==> src/rtl/bbps_pkg.sv <==
// Package for the beacon blink pattern sequencer.
// Holds action codes, pattern codes, register indexes and reset values.
// No dependencies.
package bbps_pkg;

  localparam int TIME_BITS_DEFAULT = 32;
  localparam int CFG_INDEX_BITS = 2;
  localparam int DATA_BITS = 32;
  localparam int DELAY_BITS = DATA_BITS + 2;

  localparam logic [1:0] ACT_LEAVE_OFF = 2'd0;
  localparam logic [1:0] ACT_LEAVE_ON  = 2'd1;
  localparam logic [1:0] ACT_TURN_OFF  = 2'd2;
  localparam logic [1:0] ACT_TURN_ON   = 2'd3;

  localparam logic [1:0] PAT_SIMPLE     = 2'd0;
  localparam logic [1:0] PAT_KEYER      = 2'd1;
  localparam logic [1:0] PAT_HEARTBEAT  = 2'd2;
  localparam logic [1:0] PAT_LIGHTHOUSE = 2'd3;

  localparam logic [CFG_INDEX_BITS-1:0] REG_PATTERN_SELECT = 2'd0;
  localparam logic [CFG_INDEX_BITS-1:0] REG_ON_TIME        = 2'd1;
  localparam logic [CFG_INDEX_BITS-1:0] REG_OFF_TIME       = 2'd2;
  localparam logic [CFG_INDEX_BITS-1:0] REG_REPEAT_ENABLE  = 2'd3;

  localparam logic [DATA_BITS-1:0] ON_TIME_RESET  = 32'd1000;
  localparam logic [DATA_BITS-1:0] OFF_TIME_RESET = 32'd1000;

  // floor(x / 3) = (x * RECIP3) >> 33 for any 32-bit x
  localparam logic [DATA_BITS-1:0] RECIP3 = 32'hAAAA_AAAB;
  localparam int RECIP3_SHIFT = 33;

  localparam logic [2:0] KEYER_LAST_STEP = 3'd6;

endpackage

==> src/rtl/beacon_blink_pattern_sequencer.sv <==
// Beacon blink pattern sequencer, top level.
// Depends on bbps_pkg.
//
// Usage:
//   Configuration: cfg_write with cfg_index / cfg_data writes one register
//   (0 pattern_select, 1 on_time, 2 off_time, 3 repeat_enable); write only
//   while no transaction is in flight. Each write takes effect at once.
//   Item channel (item_valid / item_stall): kind 1 arms the selected
//   pattern, kind 0 is a tick carrying now_ms.
//   Result channel (result_valid / result_stall): one action per item,
//   0 leave off, 1 leave on, 2 turn off, 3 turn on.
// Path: an accepted item is stored in the input register, then processed into
//   the result register, where its result is held until the receiver takes it.
// Throughput: one item per clock while the receiver does not stall; the state
//   update is a single add, compare and select between the input register and
//   the result register.
// Stall: while the receiver stalls, one more item is taken into the input
//   register; item_stall then rises until the result register frees up.
// Reset: rst clears both registers, stops the sequencer with the lamp off
//   and restores the register defaults (pattern 0, 1000 ms, 1000 ms, repeat).
module beacon_blink_pattern_sequencer #(
  parameter int TIME_BITS = bbps_pkg::TIME_BITS_DEFAULT
) (
  input  logic                                clk,
  input  logic                                rst,
  input  logic                                cfg_write,
  input  logic [bbps_pkg::CFG_INDEX_BITS-1:0] cfg_index,
  input  logic [bbps_pkg::DATA_BITS-1:0]      cfg_data,
  input  logic                                item_valid,
  output logic                                item_stall,
  input  logic                                kind,
  input  logic [31:0]                         now_ms,
  output logic                                result_valid,
  input  logic                                result_stall,
  output logic [1:0]                          action
);

  localparam int DW = bbps_pkg::DATA_BITS;
  localparam int LW = bbps_pkg::DELAY_BITS;
  localparam int SUMW = (TIME_BITS > LW) ? TIME_BITS : LW;

  logic [1:0]    pattern_select;
  logic [DW-1:0] on_time;
  logic [DW-1:0] on_div3;
  logic [DW-1:0] off_time;
  logic [LW-1:0] off_x3;
  logic          repeat_enable;
  logic [2*DW-1:0] on_prod;

  logic          s1_valid;
  logic          s1_kind;
  logic [31:0]   s1_now;
  logic          s1_go;

  logic                 running;
  logic                 lamp_active;
  logic                 reported_level;
  logic [TIME_BITS-1:0] deadline;
  logic [2:0]           phase_step;

  logic                 running_next;
  logic                 lamp_next;
  logic                 reported_next;
  logic [TIME_BITS-1:0] deadline_next;
  logic [2:0]           phase_next;
  logic [1:0]           action_next;
  logic [LW-1:0]        delay;
  logic [TIME_BITS-1:0] now_t;
  logic [SUMW-1:0]      sum;
  logic                 fire;

  assign on_prod = DW'(cfg_data) * bbps_pkg::RECIP3;

  always_ff @(posedge clk) begin
    if (rst) begin
      pattern_select <= bbps_pkg::PAT_SIMPLE;
      on_time        <= bbps_pkg::ON_TIME_RESET;
      on_div3        <= bbps_pkg::ON_TIME_RESET / 3;
      off_time       <= bbps_pkg::OFF_TIME_RESET;
      off_x3         <= LW'(bbps_pkg::OFF_TIME_RESET) * 3;
      repeat_enable  <= 1'b1;
    end else if (cfg_write) begin
      case (cfg_index)
        bbps_pkg::REG_PATTERN_SELECT: pattern_select <= cfg_data[1:0];
        bbps_pkg::REG_ON_TIME: begin
          on_time <= cfg_data;
          on_div3 <= DW'(on_prod >> bbps_pkg::RECIP3_SHIFT);
        end
        bbps_pkg::REG_OFF_TIME: begin
          off_time <= cfg_data;
          off_x3   <= LW'(cfg_data) + {1'b0, cfg_data, 1'b0};
        end
        bbps_pkg::REG_REPEAT_ENABLE: repeat_enable <= cfg_data[0];
        default: ;
      endcase
    end
  end

  assign s1_go      = s1_valid && (!result_valid || !result_stall);
  assign item_stall = s1_valid && result_valid && result_stall;

  always_ff @(posedge clk) begin
    if (rst) begin
      s1_valid <= 1'b0;
    end else if (!item_stall) begin
      s1_valid <= item_valid;
    end
  end

  always_ff @(posedge clk) begin
    if (!item_stall && item_valid) begin
      s1_kind <= kind;
      s1_now  <= now_ms;
    end
  end

  assign now_t = TIME_BITS'(s1_now);
  assign fire  = !(now_t < deadline);

  always_comb begin
    running_next  = running;
    lamp_next     = lamp_active;
    reported_next = reported_level;
    phase_next    = phase_step;
    deadline_next = deadline;
    delay         = LW'(on_time);
    action_next   = bbps_pkg::ACT_LEAVE_OFF;
    sum           = '0;
    if (s1_kind) begin
      running_next  = 1'b1;
      reported_next = 1'b0;
      phase_next    = 3'd0;
      case (pattern_select)
        bbps_pkg::PAT_KEYER: begin
          lamp_next = 1'b1;
          delay     = LW'(on_time >> 2);
        end
        bbps_pkg::PAT_HEARTBEAT: begin
          lamp_next = 1'b1;
          delay     = LW'(on_div3);
        end
        bbps_pkg::PAT_LIGHTHOUSE: begin
          lamp_next = 1'b0;
          delay     = LW'(off_time);
        end
        default: begin
          lamp_next = 1'b1;
          delay     = LW'(on_time);
        end
      endcase
      deadline_next = TIME_BITS'(delay);
      action_next   = bbps_pkg::ACT_LEAVE_OFF;
    end else if (!running) begin
      action_next = lamp_active ? bbps_pkg::ACT_LEAVE_ON : bbps_pkg::ACT_LEAVE_OFF;
    end else begin
      if (fire) begin
        case (pattern_select)
          bbps_pkg::PAT_KEYER: begin
            if (phase_step < bbps_pkg::KEYER_LAST_STEP) begin
              lamp_next  = !lamp_active;
              delay      = LW'(on_time >> 2);
              phase_next = phase_step + 3'd1;
            end else begin
              lamp_next  = 1'b0;
              delay      = LW'(off_time);
              phase_next = 3'd0;
            end
          end
          bbps_pkg::PAT_HEARTBEAT: begin
            case (phase_step)
              3'd0: begin
                lamp_next  = 1'b0;
                delay      = LW'(on_div3 >> 1);
                phase_next = 3'd1;
              end
              3'd1: begin
                lamp_next  = 1'b1;
                delay      = LW'(on_div3);
                phase_next = 3'd2;
              end
              3'd2: begin
                lamp_next  = 1'b0;
                delay      = LW'(off_time);
                phase_next = 3'd3;
              end
              default: begin
                lamp_next  = 1'b1;
                delay      = LW'(on_div3);
                phase_next = 3'd0;
              end
            endcase
          end
          bbps_pkg::PAT_LIGHTHOUSE: begin
            if (phase_step == 3'd0) begin
              lamp_next  = 1'b1;
              delay      = LW'(on_time >> 1);
              phase_next = 3'd1;
            end else begin
              lamp_next  = 1'b0;
              delay      = off_x3;
              phase_next = 3'd0;
            end
          end
          default: begin
            if (lamp_active) begin
              lamp_next = 1'b0;
              delay     = LW'(off_time);
            end else begin
              lamp_next = 1'b1;
              delay     = LW'(on_time);
            end
          end
        endcase
        sum           = SUMW'(now_t) + SUMW'(delay);
        deadline_next = TIME_BITS'(sum);
        // drop out after one simple cycle without repeat
        if (pattern_select == bbps_pkg::PAT_SIMPLE && !lamp_active && !repeat_enable) begin
          running_next = 1'b0;
          lamp_next    = 1'b0;
        end
      end
      if (lamp_next != reported_level) begin
        reported_next = lamp_next;
        action_next   = lamp_next ? bbps_pkg::ACT_TURN_ON : bbps_pkg::ACT_TURN_OFF;
      end else begin
        action_next   = lamp_next ? bbps_pkg::ACT_LEAVE_ON : bbps_pkg::ACT_LEAVE_OFF;
      end
    end
  end

  always_ff @(posedge clk) begin
    if (rst) begin
      running        <= 1'b0;
      lamp_active    <= 1'b0;
      reported_level <= 1'b0;
      deadline       <= '0;
      phase_step     <= 3'd0;
      result_valid   <= 1'b0;
      action         <= bbps_pkg::ACT_LEAVE_OFF;
    end else begin
      if (s1_go) begin
        running        <= running_next;
        lamp_active    <= lamp_next;
        reported_level <= reported_next;
        deadline       <= deadline_next;
        phase_step     <= phase_next;
        result_valid   <= 1'b1;
        action         <= action_next;
      end else if (!result_stall) begin
        result_valid   <= 1'b0;
      end
    end
  end

  a_start_rearms: assert property (@(posedge clk) disable iff (rst)
    s1_go && s1_kind |=> running && !reported_level)
    else $error("start transaction did not re-arm the sequencer");

  a_phase_range: assert property (@(posedge clk) disable iff (rst)
    phase_step != 3'd7)
    else $error("phase step out of range");

  a_turn_on_level: assert property (@(posedge clk) disable iff (rst)
    $past(!rst && s1_go) && action == bbps_pkg::ACT_TURN_ON |-> reported_level)
    else $error("turn on reported without lamp level update");

  a_stall_holds_item: assert property (@(posedge clk) disable iff (rst)
    item_stall |-> s1_valid && result_valid)
    else $error("input stalled with free result register");

endmodule

==> config.mk <==
export PLATFORM = sky130hd
export DESIGN_NAME = beacon_blink_pattern_sequencer
export DESIGN_NICKNAME = d
export VERILOG_FILES = /design/src/rtl/bbps_pkg.sv /design/src/rtl/beacon_blink_pattern_sequencer.sv
export SDC_FILE = /design/constraint.sdc
export NUM_CORES = 2
export LEC_CHECK = 0
export BUFFER_PORTS_ARGS = -buffer_cell sky130_fd_sc_hd__buf_4
export CORE_UTILIZATION = 59
export CTS_CLUSTER_SIZE = 20
export DETAILED_ROUTE_END_ITERATION = 7
export GPL_TIMING_DRIVEN = 0
export HOLD_SLACK_MARGIN = 0.03
export PLACE_DENSITY = 0.84
export SLEW_MARGIN = 20
export SYNTH_ARGS = -nofsm -noshare
export SYNTH_HDL_FRONTEND = slang
export SYNTH_SLANG_ARGS = --single-unit
==> constraint.sdc <==
create_clock -name clk -period 7.2 [get_ports clk]
set_clock_uncertainty 0.05 [all_clocks]
set_input_delay 0.36 -clock clk [delete_from_list [all_inputs] [get_ports clk]]
set_output_delay 0.36 -clock clk [all_outputs]
set_load 0.005 [all_outputs]
==> metrics.md <==
| Metric | Value |
|---|---|
| Run status | `complete, but fails checks` |
| Failing checks | `DRC` |
| Die height | `226 µm` |
| Syn-to-layout area delta | `11.2%` |
| Hold WS | `84.0 ps` |
| Initial Utilization | `60.2%` |
| Vias | `27000` |
| Synth Area in Simple Gates | `11.3%` |
| Launch point of the worst reg-to-reg path | `pattern_select[0]$_SDFFE_PP0P_` |
| Die footprint | `0.0510 mm²` |
| # fillers | `3824` |
| # nets final | `4372` |
| Synth Area in XOR/XNOR | `3.05%` |
| Worst EP required | `7620 ps` |
| Worst Path Arrival | `7540 ps` |
| Cell Area, Synth | `0.0296 mm²` |
| Routed WL | `107000 µm` |
| Post-synth top cells | `inv_1 (555), ha_1 (457), nand2_1 (427), fa_1 (361), a21oi_1 (237)` |
| Vias in the first global route | `26900` |
| Crit-path max FO | `11` |
| Final setup TNS | `0 ps` |
| Largest net degree at the start of global routing | `29` |
| Crit path max-delay cell type | `fa_1` |
| I/O pins | `76` |
| TritonCTS Buffers | `23` |
| Total track usage | `41.9%` |
| CP startpoint kind | `input pin` |
| Synth Flop Type | `dfxtp_1` |
| Routed len/inst | `25.7 µm` |
| Post-Synth Adder-Cell Area | `43.8%` |
| Synth unique cells | `87` |
| Largest family of logic cells by synthesized area | `adder cells` |
| Depth of the CTS H-tree | `1` |
| Reg-to-Reg End | `deadline[23]$_SDFFE_PP0P_` |
| Area fraction in compound gates after synthesis | `17.4%` |
| Clock period minus worst slack | `7120 ps` |
| Post-synth top area share | `24.4%` |
| Seq/Total Area, Yosys | `14.9%` |
| Clk slew on worst S/H paths | `70 ps` |
| Post-synthesis mux area share | `0.914%` |
| Hold Path Sink | `on_time[4]$_SDFFE_PP0P_` |
| DRC Markers | `1` |
| Congestion Overflow GR | `0` |
| Initial antenna violation count | `0` |
| Worst skew pair latency | `540 ps` |
| Buffers on Ports | `75` |
| Drt pass-1 iters | `8` |
| Sinks on Clock Net | `204` |
| Post-Syn Nets | `4221` |
| Synth top area cells | `fa_1 (24%), ha_1 (19%), dfxtp_1 (12%)` |
| Fin crit share | `98.9%` |
| Slew Viols, Final | `0` |
| Worst slew pin tran | `1200 ps` |
| Ys async rst share | `0%` |
| Post-synth EDFFs | `33` |
| Highest Clock Rate | `140 MHz` |
| Worst rel slew slack | `19.8%` |
| Worst reg-to-reg setup slack | `740 ps` |
| Max Cap Viol | `0` |
| RSZ-0062 raised after global routing | `yes` |
| Synth Instances | `3331` |
| Tightest Hold Check Type | `in -> reg` |
| Critical Path Sink Type | `flip-flop` |
| Clock tree buffer depth | `3` |
| Share of cells above drive strength 1 | `6.92%` |
| Final setup fails | `0` |
| Worst r2r path cells | `19` |
| Detailed placer's ending HPWL | `86200 µm` |
| Post-route ant nets | `0` |
| # diodes | `0` |
| Most common cell in the netlist | `inv_1` |
| Critical path class | `in -> reg` |
| Yosys Warn Count | `0` |
| Vias per inst | `6.47` |
| Routability cong. | `1.13` |
| First-pass GRT wire length | `158000 µm` |
| CTS tree | `yes` |
| Mapped Avg Cell Area | `8.88 µm²` |
| Die Wd | `226 µm` |
| Initial DRC count | `3709` |
| Delay of the slowest cell on the worst path | `630 ps` |
| Final Hold Vio Count | `0` |
| Site row count | `81` |
| Cell taking the most area after synthesis | `fa_1` |
| CTS root buffer | `clkbuf_16` |
| Hold Crit Start | `cfg_data[4]` |
| Core footprint | `0.0492 mm²` |
| Hold-critical path depth | `3` |
| FF+latch count, synth | `204` |
==> registers in the layout (all words and copies together), names as in the netlist <==
register	count
repeat_enable	1
result_valid	1
on_time	32
off_x3	31
deadline	32
s1_valid	1
off_time	32
on_div3	31
running	1
phase_step	3
now_t	32
reported_level	1
s1_kind	1
pattern_select	2
action	2
lamp_active	1
==> per-stage QoR <==
stage / util (%) / instances / worst slack, ps / area, µm²
6_report: 66.9 / 4163 / 77.5 / 32900
5_1_grt: 66.9 / 4163 / -77.4 / 32900
4_1_cts: 65.9 / 4150 / 0.409 / 32400
3_5_place_dp: 63.1 / 4071 / -1810 / 31000
3_3_place_gp: 63.0 / 4070 / -1780 / 31000
2_1_floorplan: - / 3331 / 305 / 29600
==> worst max-delay path, delay by kind of cell <==
| family | cells | cell delay (ps) |
|---|---|---|
| AOI/OAI and AO/OA | 4 | 880 |
| xor gates and xnor gates | 2 | 560 |
| adders and majority gates | 9 | 4100 |
| buffers and inverters | 7 | 940 |
| and+or+nand+nor | 4 | 700 |
==> cell families after synthesis <==
| family | Yosys count |
|---|---|
| adders and majority gates | 818 |
| AOI/OAI and AO/OA | 747 |
| and+or+nand+nor | 751 |
| DFF | 204 |
| buffers and inverters | 681 |
| xor gates and xnor gates | 103 |
| muxes | 27 |
==> area by class of cell <==
type	count	area [µm²]	share of cell area, %
multi-input cells	2446	23100	70.3
flip-flops and latches	204	4410	13.4
inverters	556	2090	6.35
repair buffers	127	1120	3.42
well taps	664	831	2.53
clock buffers	29	681	2.07
plain buffers	124	474	1.44
clock inverters	13	164	0.498
==> timing repair <==
item                                    4_1_cts  5_1_grt
pin swaps                                     8       15
endpoints found under the hold margin        35        0
resized for setup                            27       93
hold buffers                                 35        0
setup buffers                                 2       14
endpoints found under the setup margin       27       24
cloned                                        0        0
==> worst max-delay path by stage <==
| stage | slack (ps) | depth (start not counted) | startpoint | to |
|---|---|---|---|---|
| 3_3_place_gp | -1780 | 25 | cfg_data[1] | on_div3[26]$_SDFFE_PP0P_ |
| 4_1_cts | 0.4 | 26 | cfg_data[20] | on_div3[27]$_SDFFE_PP0P_ |
| 2_1_floorplan | 300 | 25 | cfg_data[4] | on_div3[30]$_SDFFE_PP0P_ |
| 6_report | 80 | 26 | cfg_data[2] | on_div3[25]$_SDFFE_PP0P_ |
| 3_5_place_dp | -1810 | 25 | cfg_data[1] | on_div3[27]$_SDFFE_PP0P_ |
| 5_1_grt | -80 | 26 | cfg_data[18] | on_div3[26]$_SDFFE_PP0P_ |
==> cell usage in the layout, fill, tap and decap left out, drive strengths merged, types with 17 or more instances in the layout <==
cell type / synthesis / routed
nand3: 55 / 55
nor2: 98 / 98
xnor2: 52 / 52
inv: 556 / 563
fa: 361 / 361
and2: 28 / 28
a211oi: 30 / 30
o211ai: 35 / 35
a21o: 80 / 80
a221oi: 25 / 25
clkbuf: 107 / 135
dfxtp: 171 / 171
nand2b: 22 / 22
a31oi: 25 / 25
o21ai: 103 / 103
xor2: 51 / 51
ha: 457 / 457
a221o: 24 / 24
a21oi: 238 / 238
nor3: 17 / 17
dlygate4sd3: 0 / 35
nand2: 427 / 427
a222oi: 37 / 37
and3: 21 / 21
a22o: 35 / 35
nand4: 26 / 26
mux2i: 27 / 27
buf: 18 / 110
edfxtp: 33 / 33
==> layer usage <==
layer | track usage [%] | vias to the layer above | wire [µm]
met5 | 0 | - | 0
met1 | 54.1 | 13100 | 40100
li1 | - | 11600 | -
met2 | 64.5 | 1771 | 46500
met3 | 11.4 | 438 | 13600
met4 | 21.3 | 0 | 6770
Power is left out: the tool's default activity adds up to more than one toggle a clock period on the data nets, which glitch-free logic cannot reach.
